## src/design/b64d_pkg.sv

```systemverilog
package b64d_pkg;

  localparam logic [7:0] PAD_CHAR = 8'h3D;

  typedef enum logic [1:0] {
    STATUS_OK         = 2'd0,
    STATUS_BAD_CHAR   = 2'd1,
    STATUS_BAD_LENGTH = 2'd2
  } status_t;

  // Results caused by one character: 'count' words, either bytes of 'bytes'
  // (top byte first) or a single marker word carrying 'status'.
  typedef struct packed {
    logic [1:0]  count;
    logic [23:0] bytes;
    logic        is_data;
    logic        eom;
    status_t     status;
  } bundle_t;

  // {bad, sextet}; bad set for anything outside the standard alphabet.
  function automatic logic [6:0] map_char(input logic [7:0] c);
    logic [6:0] r;
    r = 7'h40;
    if (c inside {[8'h41:8'h5A]}) begin
      r = {1'b0, 6'(c - 8'h41)};
    end else if (c inside {[8'h61:8'h7A]}) begin
      r = {1'b0, 6'(c - 8'h61 + 8'd26)};
    end else if (c inside {[8'h30:8'h39]}) begin
      r = {1'b0, 6'(c - 8'h30 + 8'd52)};
    end else if (c == 8'h2B) begin
      r = {1'b0, 6'd62};
    end else if (c == 8'h2F) begin
      r = {1'b0, 6'd63};
    end
    return r;
  endfunction

endpackage

```

## src/design/base64_decoder_unit.sv

```systemverilog
// Base64 decoder, standard alphabet.
// Slave channel: one character per word on s_tdata, s_tlast on the final
// character of a message. Master channel: one result per word; m_tdata is
// the decoded byte, m_tuser[0] says it is a byte, m_tuser[2:1] carries the
// status (ok, bad character, bad length), m_tlast closes the message.
// A full group of four characters gives up to three byte words; '=' pads
// cut that to two, one or none. Errors give a single marker word, then the
// rest of the message is dropped up to its last character, which yields a
// bare end marker. Bytes already sent stay sent.
// A result word passes through the input register, then the result
// register of the serializer, before it is presented on the master side.
// Throughput: one character per cycle sustained on well-formed input
// while the receiver is ready. The serializer drains one word per cycle
// then; a three-byte group holds it for three words, which the three
// following characters of the next group cover. A character that needs
// the serializer while it is still busy waits in the input register, and
// the slave side stalls only then.
// Reset (rst, synchronous) clears group, error skip and both stages. A
// receiver stall holds the word; decoding goes on until the input blocks.
module base64_decoder_unit
  import b64d_pkg::*;
(
  input  logic       clk,
  input  logic       rst,
  input  logic       s_tvalid,
  output logic       s_tready,
  input  logic [7:0] s_tdata,   // [7:0] char_code
  input  logic       s_tlast,   // last_char
  output logic       m_tvalid,
  input  logic       m_tready,
  output logic [7:0] m_tdata,   // [7:0] data_byte
  output logic [2:0] m_tuser,   // [0] byte_valid, [2:1] status
  output logic       m_tlast    // end_of_message
);

  logic    bundle_valid;
  bundle_t bundle;
  logic    load_ok;

  // character register, alphabet map, group accumulator
  b64d_decode u_decode (
    .clk          (clk),
    .rst          (rst),
    .s_tvalid     (s_tvalid),
    .s_tready     (s_tready),
    .s_tdata      (s_tdata),
    .s_tlast      (s_tlast),
    .load_ok      (load_ok),
    .bundle_valid (bundle_valid),
    .bundle       (bundle)
  );

  // result register, one word per cycle while the receiver is ready
  b64d_serial u_serial (
    .clk          (clk),
    .rst          (rst),
    .bundle_valid (bundle_valid),
    .bundle       (bundle),
    .load_ok      (load_ok),
    .m_tvalid     (m_tvalid),
    .m_tready     (m_tready),
    .m_tdata      (m_tdata),
    .m_tuser      (m_tuser),
    .m_tlast      (m_tlast)
  );

endmodule

```

## src/design/b64d_decode.sv

```systemverilog
module b64d_decode
  import b64d_pkg::*;
(
  input  logic       clk,
  input  logic       rst,
  input  logic       s_tvalid,
  output logic       s_tready,
  input  logic [7:0] s_tdata,   // [7:0] char_code
  input  logic       s_tlast,   // last_char
  input  logic       load_ok,
  output logic       bundle_valid,
  output bundle_t    bundle
);

  logic        a_valid;
  logic [7:0]  a_char;
  logic        a_last;

  logic [17:0] acc, acc_next;
  logic [1:0]  pos, pos_next;
  logic [2:0]  pad, pad_next;
  logic        skip, skip_next;

  logic        has_result;
  logic        advance;
  logic        s_fire;
  logic [6:0]  mapped;
  logic        is_pad;
  logic [2:0]  pad_inc;
  logic [5:0]  sextet;
  logic [23:0] val;
  bundle_t     bnd;

  assign mapped  = map_char(a_char);
  assign is_pad  = (a_char == PAD_CHAR);
  assign pad_inc = is_pad ? pad + 3'd1 : pad;
  assign sextet  = is_pad ? 6'd0 : mapped[5:0];
  assign val     = {acc, sextet};

  always_comb begin
    acc_next   = acc;
    pos_next   = pos;
    pad_next   = pad;
    skip_next  = skip;
    has_result = 1'b0;
    bnd        = '{count: 2'd1, bytes: 24'd0, is_data: 1'b0, eom: 1'b0,
                   status: STATUS_OK};
    if (skip) begin
      if (a_last) begin
        skip_next  = 1'b0;
        acc_next   = '0;
        pos_next   = '0;
        pad_next   = '0;
        has_result = 1'b1;
        bnd.eom    = 1'b1;
      end
    end else if (!is_pad && mapped[6]) begin
      acc_next   = '0;
      pos_next   = '0;
      pad_next   = '0;
      skip_next  = !a_last;
      has_result = 1'b1;
      bnd.eom    = a_last;
      bnd.status = STATUS_BAD_CHAR;
    end else if (pos != 2'd3) begin
      acc_next = val[17:0];
      pos_next = pos + 2'd1;
      pad_next = pad_inc;
      if (a_last) begin
        // group cut short by end of message
        acc_next   = '0;
        pos_next   = '0;
        pad_next   = '0;
        has_result = 1'b1;
        bnd.eom    = 1'b1;
        bnd.status = STATUS_BAD_LENGTH;
      end
    end else begin
      acc_next  = '0;
      pos_next  = '0;
      pad_next  = '0;
      bnd.bytes = val;
      bnd.eom   = a_last;
      case (pad_inc)
        3'd0:    bnd.count = 2'd3;
        3'd1:    bnd.count = 2'd2;
        3'd2:    bnd.count = 2'd1;
        default: bnd.count = 2'd0;
      endcase
      if (bnd.count != 2'd0) begin
        has_result  = 1'b1;
        bnd.is_data = 1'b1;
      end else if (a_last) begin
        // group of three or four pads closing the message: bare end marker
        has_result = 1'b1;
        bnd.count  = 2'd1;
        bnd.bytes  = '0;
      end
    end
  end

  assign advance      = a_valid && (!has_result || load_ok);
  assign s_tready     = !a_valid || advance;
  assign s_fire       = s_tvalid && s_tready;
  assign bundle_valid = a_valid && has_result;
  assign bundle       = bnd;

  always_ff @(posedge clk) begin
    if (rst) begin
      a_valid <= 1'b0;
      acc     <= '0;
      pos     <= '0;
      pad     <= '0;
      skip    <= 1'b0;
    end else begin
      if (s_fire) begin
        a_valid <= 1'b1;
      end else if (advance) begin
        a_valid <= 1'b0;
      end
      if (advance) begin
        acc  <= acc_next;
        pos  <= pos_next;
        pad  <= pad_next;
        skip <= skip_next;
      end
    end
  end

  always_ff @(posedge clk) begin
    if (s_fire) begin
      a_char <= s_tdata;
      a_last <= s_tlast;
    end
  end

  a_pad_range: assert property (@(posedge clk) disable iff (rst)
    pad <= 3'd4)
    else $error("pad count beyond a full group");

  a_skip_clear: assert property (@(posedge clk) disable iff (rst)
    skip |-> (pos == 2'd0 && pad == 3'd0))
    else $error("group not cleared while skipping");

  a_stall_hold: assert property (@(posedge clk) disable iff (rst)
    (a_valid && !advance) |=> (a_valid && $stable(a_char) && $stable(a_last)))
    else $error("held character lost while stalled");

endmodule

```

## src/design/b64d_serial.sv

```systemverilog
module b64d_serial
  import b64d_pkg::*;
(
  input  logic       clk,
  input  logic       rst,
  input  logic       bundle_valid,
  input  bundle_t    bundle,
  output logic       load_ok,
  output logic       m_tvalid,
  input  logic       m_tready,
  output logic [7:0] m_tdata,   // [7:0] data_byte
  output logic [2:0] m_tuser,   // [0] byte_valid, [2:1] status
  output logic       m_tlast    // end_of_message
);

  logic       busy, busy_next;
  logic [1:0] idx, idx_next;
  bundle_t    bnd, bnd_next;

  logic       last_idx;
  logic       m_fire;
  logic       load;

  assign last_idx = (idx == bnd.count - 2'd1);
  assign m_fire   = busy && m_tready;
  assign load_ok  = !busy || (m_tready && last_idx);
  assign load     = bundle_valid && load_ok;

  always_comb begin
    busy_next = busy;
    idx_next  = idx;
    bnd_next  = bnd;
    if (m_fire) begin
      if (last_idx) begin
        busy_next = 1'b0;
        idx_next  = '0;
      end else begin
        idx_next = idx + 2'd1;
      end
    end
    if (load) begin
      busy_next = 1'b1;
      idx_next  = '0;
      bnd_next  = bundle;
    end
  end

  always_comb begin
    case (idx)
      2'd0:    m_tdata = bnd.bytes[23:16];
      2'd1:    m_tdata = bnd.bytes[15:8];
      2'd2:    m_tdata = bnd.bytes[7:0];
      default: m_tdata = 8'd0;
    endcase
  end

  assign m_tvalid = busy;
  assign m_tuser  = {bnd.status, bnd.is_data};
  assign m_tlast  = bnd.eom && last_idx;

  always_ff @(posedge clk) begin
    if (rst) begin
      busy <= 1'b0;
      idx  <= '0;
    end else begin
      busy <= busy_next;
      idx  <= idx_next;
    end
  end

  always_ff @(posedge clk) begin
    bnd <= bnd_next;
  end

  a_idx_range: assert property (@(posedge clk) disable iff (rst)
    busy |-> (bnd.count != 2'd0 && idx < bnd.count))
    else $error("word index outside loaded bundle");

  a_marker_single: assert property (@(posedge clk) disable iff (rst)
    (busy && !bnd.is_data) |-> (bnd.count == 2'd1 && bnd.bytes == 24'd0))
    else $error("marker bundle carries data");

endmodule
```

## config.mk

```make
export PLATFORM = sky130hd
export DESIGN_NAME = base64_decoder_unit
export DESIGN_NICKNAME = d
export VERILOG_FILES = /design/src/design/b64d_pkg.sv /design/src/design/base64_decoder_unit.sv /design/src/design/b64d_decode.sv /design/src/design/b64d_serial.sv
export SDC_FILE = /design/constraint.sdc
export NUM_CORES = 1
export LEC_CHECK = 0
export ABC_AREA = 1
export BUFFER_PORTS_ARGS = -buffer_cell sky130_fd_sc_hd__buf_2
export CAP_MARGIN = 20
export CORE_ASPECT_RATIO = 1.75
export CORE_MARGIN = 3
export CORE_UTILIZATION = 45
export DETAILED_ROUTE_END_ITERATION = 10
export SYNTH_ARGS = -nofsm -noshare
export SYNTH_HDL_FRONTEND = slang
export SYNTH_SLANG_ARGS = --single-unit
```

## constraint.sdc

```tcl
create_clock -name clk -period 4.9 [get_ports clk]
set_clock_uncertainty 0.1 [all_clocks]
set_input_delay 0.735 -clock clk [delete_from_list [all_inputs] [get_ports clk]]
set_output_delay 0.735 -clock clk [all_outputs]
set_load 0.1 [all_outputs]
```

Word level (Yosys, flattened, before mapping). Cells that the tools add are included.

Register bits after elaboration: 67. Word-level logic and storage cells: 120. Input bits: 13. Output and inout port bits: 14.

Add/sub/neg operators: 9. Reductions and logical operators: 30. Bitwise logic cells: 1. Multiplexer cells: 49. Order comparisons: 6. Equal/unequal tests: 10.

Operators with widths (number): $mux W18 (5); $mux W26 (2); $mux W7 (5); $eq A8 B6 Y1 const B (3); $mux W3 (8); $pmux W8 S3 (1); $mux W2 (10); $ge A8 B7 Y1 const B (2); $le A8 B7 Y1 const B (2); $mux W1 (16); $sub A6 B6 Y6 const B (2); $logic_and A1 B1 Y1 (11); $ge A8 B6 Y1 const B (1); $le A8 B6 Y1 const B (1); $reduce_bool A2 Y1 (4); $add A6 B5 Y6 const B (1); $add A6 B6 Y6 const B (1); $mux W6 (1); $pmux W2 S3 (1); $reduce_or A3 Y1 (2); $sub A6 B1 Y6 const B (1); $logic_not A1 Y1 (5); $add A2 B1 Y2 const B (2); $reduce_and A2 Y1 (2); other kinds (14) (16).

Longest topological paths before layout. Gate-level depths: netlist (run 1).

Word-level depth: 20. Mapped depth: 17. Mapped depth without buffers: 16.

Hierarchy. A second synthesis (run 1) with hierarchy kept.

Cell total of the unflattened synthesis: 509. Area total of the unflattened synthesis: 3883.7 sq um.

By module, submodules not included: b64d_decode (area an instance 2477.4 sq um, cells each 386, times used 1, sequential area each 770.7 sq um); b64d_serial (area an instance 1406.3 sq um, cells each 123, times used 1, sequential area each 960.9 sq um).

Worst setup path after synthesis (run 1). No wires, ideal clock.

Kind: reg2reg. Start: register u_decode.a_char[2]. End: register u_serial.bnd[10] (netlist bit), enable pin. Slack: 1.352 ns. Data arrival time: 3.031 ns. Required time: 4.383 ns. Library setup time: 0.417 ns. Buffers on the path: 0. Period minus slack after synthesis: 3.548 ns. Cell stages (with the launch flop): 13. Cell sequence: edfxtp_1 inv_1 ha_1 inv_1 o21ai_0 nand2_1 nand2_1 nand3_1 nor2_4 nand2_1 nand3_2 nand2_1 nor2_1.

Word-level cells in the longest chain between the ends: 14. Elaborated cells on any way between the ends: 34. Classes of those cells: order compare (6); eq/ne (5); mux (14); reduce/logical (9).

RTL lines: start: declaration (RTL line b64d_decode.sv:16) `logic [7:0] a_char;`; start signal: assignment (RTL line b64d_decode.sv:132) `a_char <= s_tdata;`; $eq A8 B6 Y1 (RTL line b64d_decode.sv:35) `assign is_pad = (a_char == PAD_CHAR);`; $mux W3 (RTL line b64d_decode.sv:36) `assign pad_inc = is_pad ? pad + 3'd1 : pad;`; $eq A3 B2 Y1 (tied with other cells) (RTL line b64d_decode.sv:84) `case (pad_inc)`; $pmux W2 S3 (RTL line b64d_decode.sv:84); $mux W2 (RTL line b64d_decode.sv:65) `end else if (pos != 2'd3) begin`; $mux W2 (RTL line b64d_decode.sv:57) `end else if (!is_pad && mapped[6]) begin`; $mux W2 (RTL line b64d_decode.sv:48) `if (skip) begin`; $reduce_bool A2 Y1 (RTL line b64d_decode.sv:90) `if (bnd.count != 2'd0) begin`; $mux W1 (RTL line b64d_decode.sv:90); $mux W1 (RTL line b64d_decode.sv:65); $mux W1 (*) (RTL line b64d_decode.sv:57); $mux W1 (*) (RTL line b64d_decode.sv:48); $logic_and A1 B1 Y1 (*) (RTL line b64d_decode.sv:105) `assign bundle_valid = a_valid && has_result;`; $logic_and A1 B1 Y1 (*) (RTL line b64d_serial.sv:27) `assign load = bundle_valid && load_ok;`; end signal: assignment (RTL line b64d_serial.sv:72) `bnd <= bnd_next;`; end: declaration (RTL line b64d_serial.sv:18) `bundle_t bnd, bnd_next;`.

Every way passes the cells marked *; elsewhere a longest branch is shown, timed or not. The select of a mux whose other input is x is not followed. A chain may end at the register's enable or synchronous reset.

Worst setup path after layout (run 1).
Start: register u_decode.a_char[0]. End: output s_tready.

Word-level cells in the longest chain between the ends: 16. Elaborated cells on any way between the ends: 36. Classes of those cells: order compare (6); eq/ne (5); mux (14); reduce/logical (11).

RTL lines: $eq A8 B6 Y1 (RTL line b64d_decode.sv:35); $mux W3 (RTL line b64d_decode.sv:36); $eq A3 B2 Y1 (tied with other cells) (RTL line b64d_decode.sv:84); $pmux W2 S3 (RTL line b64d_decode.sv:84); $mux W2 (RTL line b64d_decode.sv:65); $mux W2 (RTL line b64d_decode.sv:57); $mux W2 (RTL line b64d_decode.sv:48); $reduce_bool A2 Y1 (RTL line b64d_decode.sv:90); $mux W1 (RTL line b64d_decode.sv:90); $mux W1 (RTL line b64d_decode.sv:65); $mux W1 (*) (RTL line b64d_decode.sv:57); $mux W1 (*) (RTL line b64d_decode.sv:48); $logic_not A1 Y1 (*) (RTL line b64d_decode.sv:102) `assign advance = a_valid && (!has_result || load_ok);`; $logic_or A1 B1 Y1 (*) (RTL line b64d_decode.sv:102); $logic_and A1 B1 Y1 (*) (RTL line b64d_decode.sv:102); $logic_or A1 B1 Y1 (*) (RTL line b64d_decode.sv:103) `assign s_tready = !a_valid || advance;`; end: declaration (RTL line base64_decoder_unit.sv:26) `output logic s_tready,`.

Marks and branches as above.

==> impl_results.md, run 1 <==
* Busiest layer in global routing: met2
* Peak VDD IR at 0.178 mV
* CTS tree: yes
* IO Port Bufs at 26
* Layout fillers at 803
* Synth cell count leaders: nand2_1 (148), nor2_1 (91), inv_1 (85)
* Async set-or-reset flop fraction in the synthesized netlist at 0%
* Pins Over Slew Limit at 0
* Post-CTS setup buffer count at 0
* DR DRC count at 0
* Min-Delay Path Class: reg2reg
* Worst rel slew slack at 44.3%
* Clock Path Buffers at 2
* Cell area after synthesis at 0.00371 mm^2
* Final Cycle Share at 73.9%
* CP Capture Type: output port
* Top-area cell type share of the netlist area at 31.6%
* Final hold violation count at 0
* Core box area at 0.00796 mm^2
* # IOs at 27
* Crit Path Max Fanout at 7
* Synth cell types at 31
* WL/cell at 13.3 um
* Crit path kind: reg2out
* Nets@finish at 551
* Die Area at 0.00941 mm^2
* Clock slew at reported path FFs at 0.05 ns
* Unrepaired setup endpoints after global routing: false
* YS warnings at 0
* Hold slack at 0.411 ns
* Vias at 3,041
* Htree depth at 3
* Die height at 126 um
* Area grow syn2layout at 13.4%
* Worst skew pair latency at 0.32 ns
* ANT cells at 0
* Number of flops mapped to enable cells by yosys at 39
* Total congestion overflow at 0
* Critical Path AT at 2.79 ns
* First-pass detailed-route iteration total at 4
* Initial antenna violation count at 0
* Final Power at 1560 uW
* GR Util met1 at 17.9%
* Hold_buf cts at 0
* Final min period at 3.62 ns
* Synth Net Count at 527
* First-pass GRT wire length at 13,600 um
* Setup TNS at 0 ns
* Vias in the first global route at 2,987
* ANT nets after route at 0
* Initial Util at 46.6%
* Mapped Cells at 499
* Worst slew pin tran at 0.834 ns
* Register area at 0.00173 mm^2
* Multi-input logic area at 0.00156 mm^2
* Detail Placement HPWL at 6370 um
* Met2 usage at 36.9%
* DR iter-0 viols at 252
* Yosys reg bits at 67
* Global Route Usage Sum at 19.1%
* Total routed wirelength at 8230 um
* Fmax at 0.276 GHz
* Routability cong. at 0.939
* Clock root cell: clkbuf_16
* Syn Area/Cell at 7.43 um^2
* Synth area leaders: edfxtp_1 (32%), dfxtp_1 (15%), nand2_1 (15%), nor2_1 (9.2%), inv_1 (8.6%)
* # setup viols final at 0
* Pwr/cell area at 371 mW/mm^2
* Layout cells sized above 1 at 11.2%
* Pin count of the biggest net entering global routing at 47
* Grt met3 use at 3.51%
* Required @ worst endpoint at 4.07 ns
* Max-cap violation count at 0
* Vias per Instance at 4.92
* Top-count cell post-synth: nand2_1
* # resized after CTS at 0
* TritonCTS buffer count at 9
* Synth Flop Type: edfxtp_1
* Leak at 0.00216 uW
* Row cnt at 43
* Die width at 74.6 um
* Worst Setup Start Kind: flop
* Part of the Yosys area used for sequential elements at 46.7%
* Status: completed
* CTS Sinks at 67
* Yosys top cell by area: edfxtp_1
[cell usage in the layout, fill, tap and decap left out, types with 3 or more instances in the layout]
master,synthesis,final
nor2_1,91,90
ha_1,15,15
inv_1,85,85
dfxtp_1,28,28
buf_2,5,26
nand2_2,5,5
nand4_1,3,3
nand2_1,148,148
a21oi_1,7,7
o21ai_0,11,11
o211ai_1,3,3
clkbuf_16,0,9
edfxtp_1,39,39
nand3_1,29,29
[where the power goes]
part | switching [uW] | internal, uW
combinational | 166 | 55.2
sequential | 21.4 | 634
clock | 228 | 457
[worst max-delay path: stages, from the launching register on]
cell      delay (ns)
edfxtp_1        0.48
inv_1           0.13
ha_1            0.28
inv_1           0.11
nand2_1         0.09
nand4_1         0.12
nand3_1         0.24
nand2_2         0.17
nor2_4          0.06
nand2_1         0.10
nand3_2         0.10
nand3_1         0.12
buf_2           0.44
[area by class of cell]
type                       instances  area share (%)
tap                               90            2.68
clock inverter                     5            1.85
clock buffer                      11            5.78
inverter                          86            7.68
sequential                        67            41.2
timing repair buffer              29            3.81
multi-input combinational        330            37.0
[final timing paths]
path | start | endpoint | slack [ns] | depth (start not counted)
max | u_decode.a_char[0] | s_tready | 1.28 | 12
max reg2reg | u_decode.a_char[0] | u_serial.bnd[6] | 1.81 | 13
min reg2reg | u_decode.acc[15] | u_serial.bnd[25] | 0.41 | 2
min | u_decode.acc[15] | u_serial.bnd[25] | 0.41 | 2
[flip-flops by register name, summed over array words and instances, names as in the netlist]
signal,cells
u_decode.a_char,8
u_decode.a_last,1
u_decode.a_valid,1
u_decode.acc,18
u_decode.pad,3
u_decode.pos,2
u_decode.skip,1
u_serial.bnd,27
u_serial.idx,2
u_serial.m_tuser,3
u_serial.m_tvalid,1
[per-layer routing]
metal	vias to the layer above	part of all wire, %
met2	48	59
met4	0	4.0
li1	1574	-
met3	22	2.2
met1	1397	35
met5	-	0
[kinds of logic after synthesis]
family / count (synthesis) / share of synthesized area, %
and+or+nand+nor: 286 / 32.1
buffers and inverters: 102 / 11.4
DFF: 67 / 46.7
AOI/OAI and AO/OA: 25 / 3.81
adders and majority gates: 15 / 5.06
xor gates and xnor gates: 4 / 0.945
[per-stage QoR]
step	utilization (%)	area (um^2)	worst slack, ns	instances
floorplan	-	3710	1.35	499
finish	52.8	4200	1.28	618
CTS	52.6	4190	1.27	617
global route	52.8	4200	1.06	618
detailed placement	48.6	3870	1.60	601
global placement	48.6	3870	1.63	601
No activity file was read; power rests on OpenSTA's default activity.
==> run 2, diff against run 1 <==
- clock period: 4.9 -> 3.67 ns (I/O delays scaled with it)
==> impl_results.md, run 2 (same netlist as run 1, synthesis figures left out) <==
* Largest registers: u_serial.bnd (27), u_decode.acc (18), u_decode.a_char (8)
* Final Power at 1980 uW (+27%)
* Pin count of the biggest net entering global routing at 47 (unchanged)
* Detail Placement HPWL at 6190 um (-2.8%)
* Hold_sp: s_tdata[3]
* Max reg flops at 27 (unchanged)
* IO Port Bufs at 26 (unchanged)
* DR DRC count at 0 (unchanged)
* CTS tree: yes
* Setup TNS at 0 ns (unchanged)
* First-pass GRT wire length at 13,300 um (-2.0%)
* Vias at 3,016 (-0.82%)
* Htree depth at 3 (unchanged)
* # setup viols final at 0 (unchanged)
* WL/cell at 13.2 um (-1.2%)
* Worst-path cell chain: inv_1 > ha_1 > inv_1 > nand2_1 > nand4_1 > nand3_1 > nand2_2 > nor2_4 > nand2_1 > nand3_2 > nand3_1 > buf_2
* Reg-to-Reg Start: u_decode.a_char[0]
* Commonest cells after routing, fill and taps aside: nand2_1 (148), nor2_1 (90), inv_1 (85)
* Routability cong. at 0.895 (-4.6%)
* Die Area at 0.00941 mm^2 (unchanged)
* Final min period at 3.38 ns
* Area grow syn2layout at 12.1%
* Initial Util at 46.6% (unchanged)
* Min-Delay Path Class: in2reg
* Final Cycle Share at 92.1%
* Worst slew pin tran at 0.810 ns (-0.0246 ns)
* Crit path from: u_decode.a_char[0]
* First-pass detailed-route iteration total at 4 (unchanged)
* Clock root cell: clkbuf_16
* Vias in the first global route at 2,962 (-0.84%)
* Nets@finish at 551 (unchanged)
* Final worst slack at 0.291 ns (-0.988 ns)
* Hold_buf cts at 0 (unchanged)
* CTS Sinks at 67 (unchanged)
* # IOs at 27 (unchanged)
* TritonCTS buffer count at 9 (unchanged)
* Clock slew at reported path FFs at 0.05 ns (about the same)
* Required @ worst endpoint at 3.02 ns (-1.05 ns)
* Layout cells sized above 1 at 10.4% (-0.76 points)
* Initial antenna violation count at 0 (unchanged)
* Pins Over Slew Limit at 0 (unchanged)
* # resized after CTS at 0 (unchanged)
* Total congestion overflow at 0 (unchanged)
* Post-CTS setup buffer count at 0 (unchanged)
* CP Capture Type: output port
* Worst skew pair latency at 0.33 ns (about the same)
* Max-cap violation count at 0 (unchanged)
* Unrepaired setup endpoints after global routing: false
* Crit Path Max Fanout at 7 (unchanged)
* Global Route Usage Sum at 18.8% (-0.26 points)
* Worst Setup Start Kind: flop
* Die width at 74.6 um (unchanged)
* Peak VDD IR at 0.240 mV (+35%)
* Max incr delay on CP at 0.51 ns (+0.03 ns)
* Clock Path Buffers at 2 (unchanged)
* Row cnt at 43 (unchanged)
* Critical Path AT at 2.73 ns (-0.06 ns)
* ANT nets after route at 0 (unchanged)
* Worst rel slew slack at 46.0% (+1.6 points)
* Most common cell after layout, fill and taps aside: nand2_1
* Status: completed
* Fmax at 0.296 GHz
* Vias per Instance at 4.88 (-0.82%)
* DR iter-0 viols at 120 (-52%)
* Top reg by flops: u_serial.bnd
* Final hold violation count at 0 (unchanged)
* Place WS at 0.649 ns (-0.948 ns)
* ANT cells at 0 (unchanged)
* Total routed wirelength at 8140 um (-1.2%)
* Crit path kind: reg2out
* Pwr/cell area at 476 mW/mm^2 (+28%)
* Leak at 0.00214 uW (-1.3%)
* CP max-delay cell: edfxtp_1
* Core box area at 0.00796 mm^2 (unchanged)
* Die height at 126 um (unchanged)
-- run 2: per-stage QoR --
stage	utilization (%)	area [um^2]	cells	hold WS, ns
floorplan	-	3710	499	0.375
global placement	48.7	3870	602	0.393
detailed placement	48.7	3870	602	0.400
CTS	52.2	4160	618	0.285
global route	52.2	4160	618	0.286
finish	52.2	4160	618	0.296
-- run 2: critical path: cells and delay by family, from the launching register on --
family	cells	cell delay, ns
flops	1	0.51
buf+inv	3	0.67
fa+ha+maj	1	0.27
simple gates	8	0.96
-- run 2: final timing paths --
path                              to  slack, ns  cells after the start
setup / recovery            s_tready       0.29                     12
hold / removal    u_decode.a_char[3]       0.30                      1
setup reg to reg    u_serial.bnd[10]       0.73                     13
hold reg to reg     u_serial.bnd[14]       0.41                      2
-- run 2: cell type report --
cell class              instances  area [um^2]
clock buffers                  13          240
clock inverters                 3         41.3
fillers                       793         3810
inverters                      86          323
multi-input cells             330         1560
flip-flops and latches         67         1730
well taps                      90          113
repair buffers                 29          153
-- run 2: report_power, final --
part           leakage, uW  total [uW]  internal (uW)  switching [uW]
registers         0.000592         875            847            28.0
clock network     0.000131         812            524             288
logic              0.00141         293           73.0             220
-- run 2: layer usage --
metal	vias up	part of all wire (%)	global-route usage, %
li1	1573	-	-
met4	0	3.5	11.1
met2	47	57	35.0
met3	20	1.8	3.59
met1	1376	37	17.9
met5	-	0	0
==> run 3, diff against run 2 <==
- ABC_AREA: 1 -> unset
==> impl_results.md, run 3 <==
* CTS Sinks at 67 (unchanged)
* ANT nets after route at 0 (unchanged)
* First-pass GRT wire length at 13,200 um (-0.88%)
* Post-synthesis compound-gate area fraction at 17.8% (+14 points)
* Synth cell types at 66 (+110%)
* Worst rel slew slack at 46.2% (+0.23 points)
* Initial antenna violation count at 0 (unchanged)
* Area grow syn2layout at 12.9%
* Peak VDD IR at 0.261 mV (+8.7%)
* Worst-path cell chain: buf_4 > ha_1 > o211ai_1 > o211ai_4 > nor2_1 > o31a_1 > nand2b_1 > clkbuf_4
* Vias per Instance at 5.81 (+19%)
* Worst hold path cell count at 1 (unchanged)
* Row cnt at 42 (-2.3%)
* Syn Area/Cell at 10.6 um^2 (+43%)
* Final Util at 53.4% (+1.2 points)
* Synth Area in Simple Gates at 18.1% (-14 points)
* CP max-delay cell: o211ai_1
* Most common cell after layout, fill and taps aside: edfxtp_1
* Leak at 0.00155 uW (-27%)
* Pin count of the biggest net entering global routing at 27 (-43%)
* Largest registers: u_serial.bnd (27), u_decode.acc (18), u_decode.a_char (8)
* Fmax at 0.290 GHz (-2.1%)
* Nets@finish at 392 (-29%)
* XOR/XNOR Fraction of Synth Area at 1.68% (+0.73 points)
* Max incr delay on CP at 0.49 ns (-0.02 ns)
* Status: completed
* Register area at 0.00173 mm^2 (unchanged)
* Die Area at 0.00928 mm^2 (-1.3%)
* CP top delay family: compound AO/OA/AOI/OAI gates
* Min-Delay Path Class: in2reg
* Layout cells sized above 1 at 17.1% (+6.7 points)
* Max-cap violation count at 0 (unchanged)
* Die width at 74.1 um (-0.65%)
* Crit Path Max Fanout at 9 (+2)
* Part of the Yosys area used for sequential elements at 47.4% (+0.67 points)
* Stages on the worst setup path at 8 (-4)
* Worst Setup Start Kind: flop
* Critical Path AT at 2.80 ns (+0.07 ns)
* Pins Over Slew Limit at 0 (unchanged)
* WL/cell at 17.5 um (+33%)
* Multi-input logic area at 0.00175 mm^2 (+12%)
* Detail Placement HPWL at 6100 um (-1.4%)
* ANT cells at 0 (unchanged)
* Clock root cell: clkbuf_16
* Async set-or-reset flop fraction in the synthesized netlist at 0% (unchanged)
* Placed cell area at 0.00382 mm^2 (-1.5%)
* CP Buf/Inv Count at 2 (-1)
* Top-area cell type share of the netlist area at 32.0% (+0.45 points)
* Mapped Cells at 344 (-31%)
* Synth area leaders: edfxtp_1 (32%), dfxtp_1 (15%), ha_1 (5.1%), mux2i_1 (4.4%), nand2_1 (3.8%)
* Die height at 125 um (-0.68%)
* Core box area at 0.00772 mm^2 (-3.0%)
* Vias in the first global route at 2,697 (-8.9%)
* Crit path kind: reg2out
* Clock slew at reported path FFs at 0.05 ns (about the same)
* Number of flops mapped to enable cells by yosys at 39 (unchanged)
* Vias at 2,657 (-12%)
* IO Port Bufs at 26 (unchanged)
* Clock Path Buffers at 2 (unchanged)
* Final hold violation count at 0 (unchanged)
* R2r worst-path depth at 8 (-5)
* Synth Flop Type: edfxtp_1
* Commonest cells after routing, fill and taps aside: edfxtp_1 (39), nand2_1 (37), dfxtp_1 (28)
* Final min period at 3.45 ns (+0.0711 ns)
* Final instance area at 0.00413 mm^2 (-0.69%)
* Setup TNS at 0 ns (unchanged)
* Global Route Usage Sum at 18.9% (+0.085 points)
* Pwr/cell area at 465 mW/mm^2 (-2.4%)
* Synth cell count leaders: edfxtp_1 (39), nand2_1 (37), dfxtp_1 (28)
* Unrepaired setup endpoints after global routing: false
* Initial Util at 47.3% (+0.75 points)
* YS warnings at 0 (unchanged)
* Total congestion overflow at 0 (unchanged)
* # setup viols final at 0 (unchanged)
* Yosys top cell by area: edfxtp_1
* Hold_buf cts at 0 (unchanged)
* DR iter-0 viols at 185 (+54%)
* Worst slew pin tran at 0.806 ns (-0.00346 ns)
* Hold slack at 0.293 ns (-0.00275 ns)
* Main combinational cell family by area after synthesis: simple AND/OR/NAND/NOR gates
* Routability cong. at 0.903 (+0.87%)
* # IOs at 27 (unchanged)
* Cell area after synthesis at 0.00365 mm^2 (-1.4%)
* Final Power at 1920 uW (-3.1%)
* Top reg by flops: u_serial.bnd
* Layout fillers at 681 (-14%)
* Post-Synth Adder-Cell Area at 5.14% (+0.073 points)
* Max reg flops at 27 (unchanged)
* Synth Net Count at 372 (-29%)
* Mux cell area share after synthesis at 5.00% (+5.0 points)
* Top-count cell post-synth: edfxtp_1
* CP Capture Type: output port
* CTS tree: yes
* Required @ worst endpoint at 3.02 ns (about the same)
* DR DRC count at 0 (unchanged)
* Final Cycle Share at 94.0% (+1.9 points)
* Total routed wirelength at 7990 um (-1.8%)
* Worst skew pair latency at 0.33 ns (about the same)
* Yosys reg bits at 67 (unchanged)
* Htree depth at 3 (unchanged)
* TritonCTS buffer count at 9 (unchanged)
* First-pass detailed-route iteration total at 5 (+1)
-- run 3: cell types whose count changed after synthesis, moves of 5 or more --
cell / before / now
nor2_1: 91 / 20
nor4_1: 1 / 6
inv_1: 85 / 14
nand3_1: 29 / 5
mux2i_1: 0 / 16
a222oi_1: 0 / 8
o21a_1: 0 / 5
nand2_1: 148 / 37
nor3_1: 1 / 7
nor2b_1: 0 / 8
and2_1: 0 / 19
-- run 3: worst paths after layout --
| kind | slack, ns | end | start |
|---|---|---|---|
| worst max-delay path | 0.22 | s_tready | u_decode.a_char[2] |
| worst max register to register | 0.60 | u_serial.bnd[25] | u_decode.a_char[2] |
| worst min register to register | 0.35 | u_decode.acc[14] | u_decode.acc[14] |
| worst min-delay path | 0.29 | u_decode.a_char[6] | s_tdata[6] |
-- run 3: per-stage QoR --
| step | setup slack (ns) | std cells |
|---|---|---|
| 2_1_floorplan | 0.247 | 344 |
| 3_3_place_gp | 0.378 | 441 |
| 4_1_cts | 0.121 | 457 |
| 5_1_grt | 0.0321 | 457 |
| 6_report | 0.220 | 457 |
| 3_5_place_dp | 0.346 | 441 |
-- run 3: what timing repair did --
item / in CTS / in global routing
setup buffers: 0 / 0
endpoints found under the hold margin: 0 / 0
gates resized for setup: 1 / 1
endpoints found under the setup margin: 1 / 1
pin swaps: 0 / 0
-- run 3: cell families after synthesis --
group	after synthesis
compound gates	78
xor+xnor	7
fa+ha+maj	15
buf+inv	36
flops	67
mux	17
simple gates	124
-- run 3: worst reg2reg max path, stage by stage, from the launching register on --
cell	delay (ns)
edfxtp_1	0.37
buf_4	0.19
ha_1	0.34
o211ai_1	0.50
o211ai_4	0.20
nor2_1	0.26
o31a_1	0.26
and2_1	0.32
buf_12	0.22
-- run 3: final cells by class --
class / instances / share of cell area, %
Multi-Input combinational cell: 241 / 42.3
Sequential cell: 67 / 42.0
Clock buffer: 10 / 5.79
Timing Repair Buffer: 31 / 4.43
Tap cell: 88 / 2.67
Clock inverter: 6 / 1.55
Inverter: 14 / 1.27
-- run 3: power breakdown --
part,internal (uW),switching [uW]
registers,820,17.4
logic,61.3,161
clock network,543,315
-- run 3: layer usage --
layer	track usage [%]	up-vias	wire length [um]
li1	-	1320	-
met1	19.3	1246	2970
met2	32.4	65	4300
met3	4.90	26	250
met4	12.3	0	462
met5	0	-	0
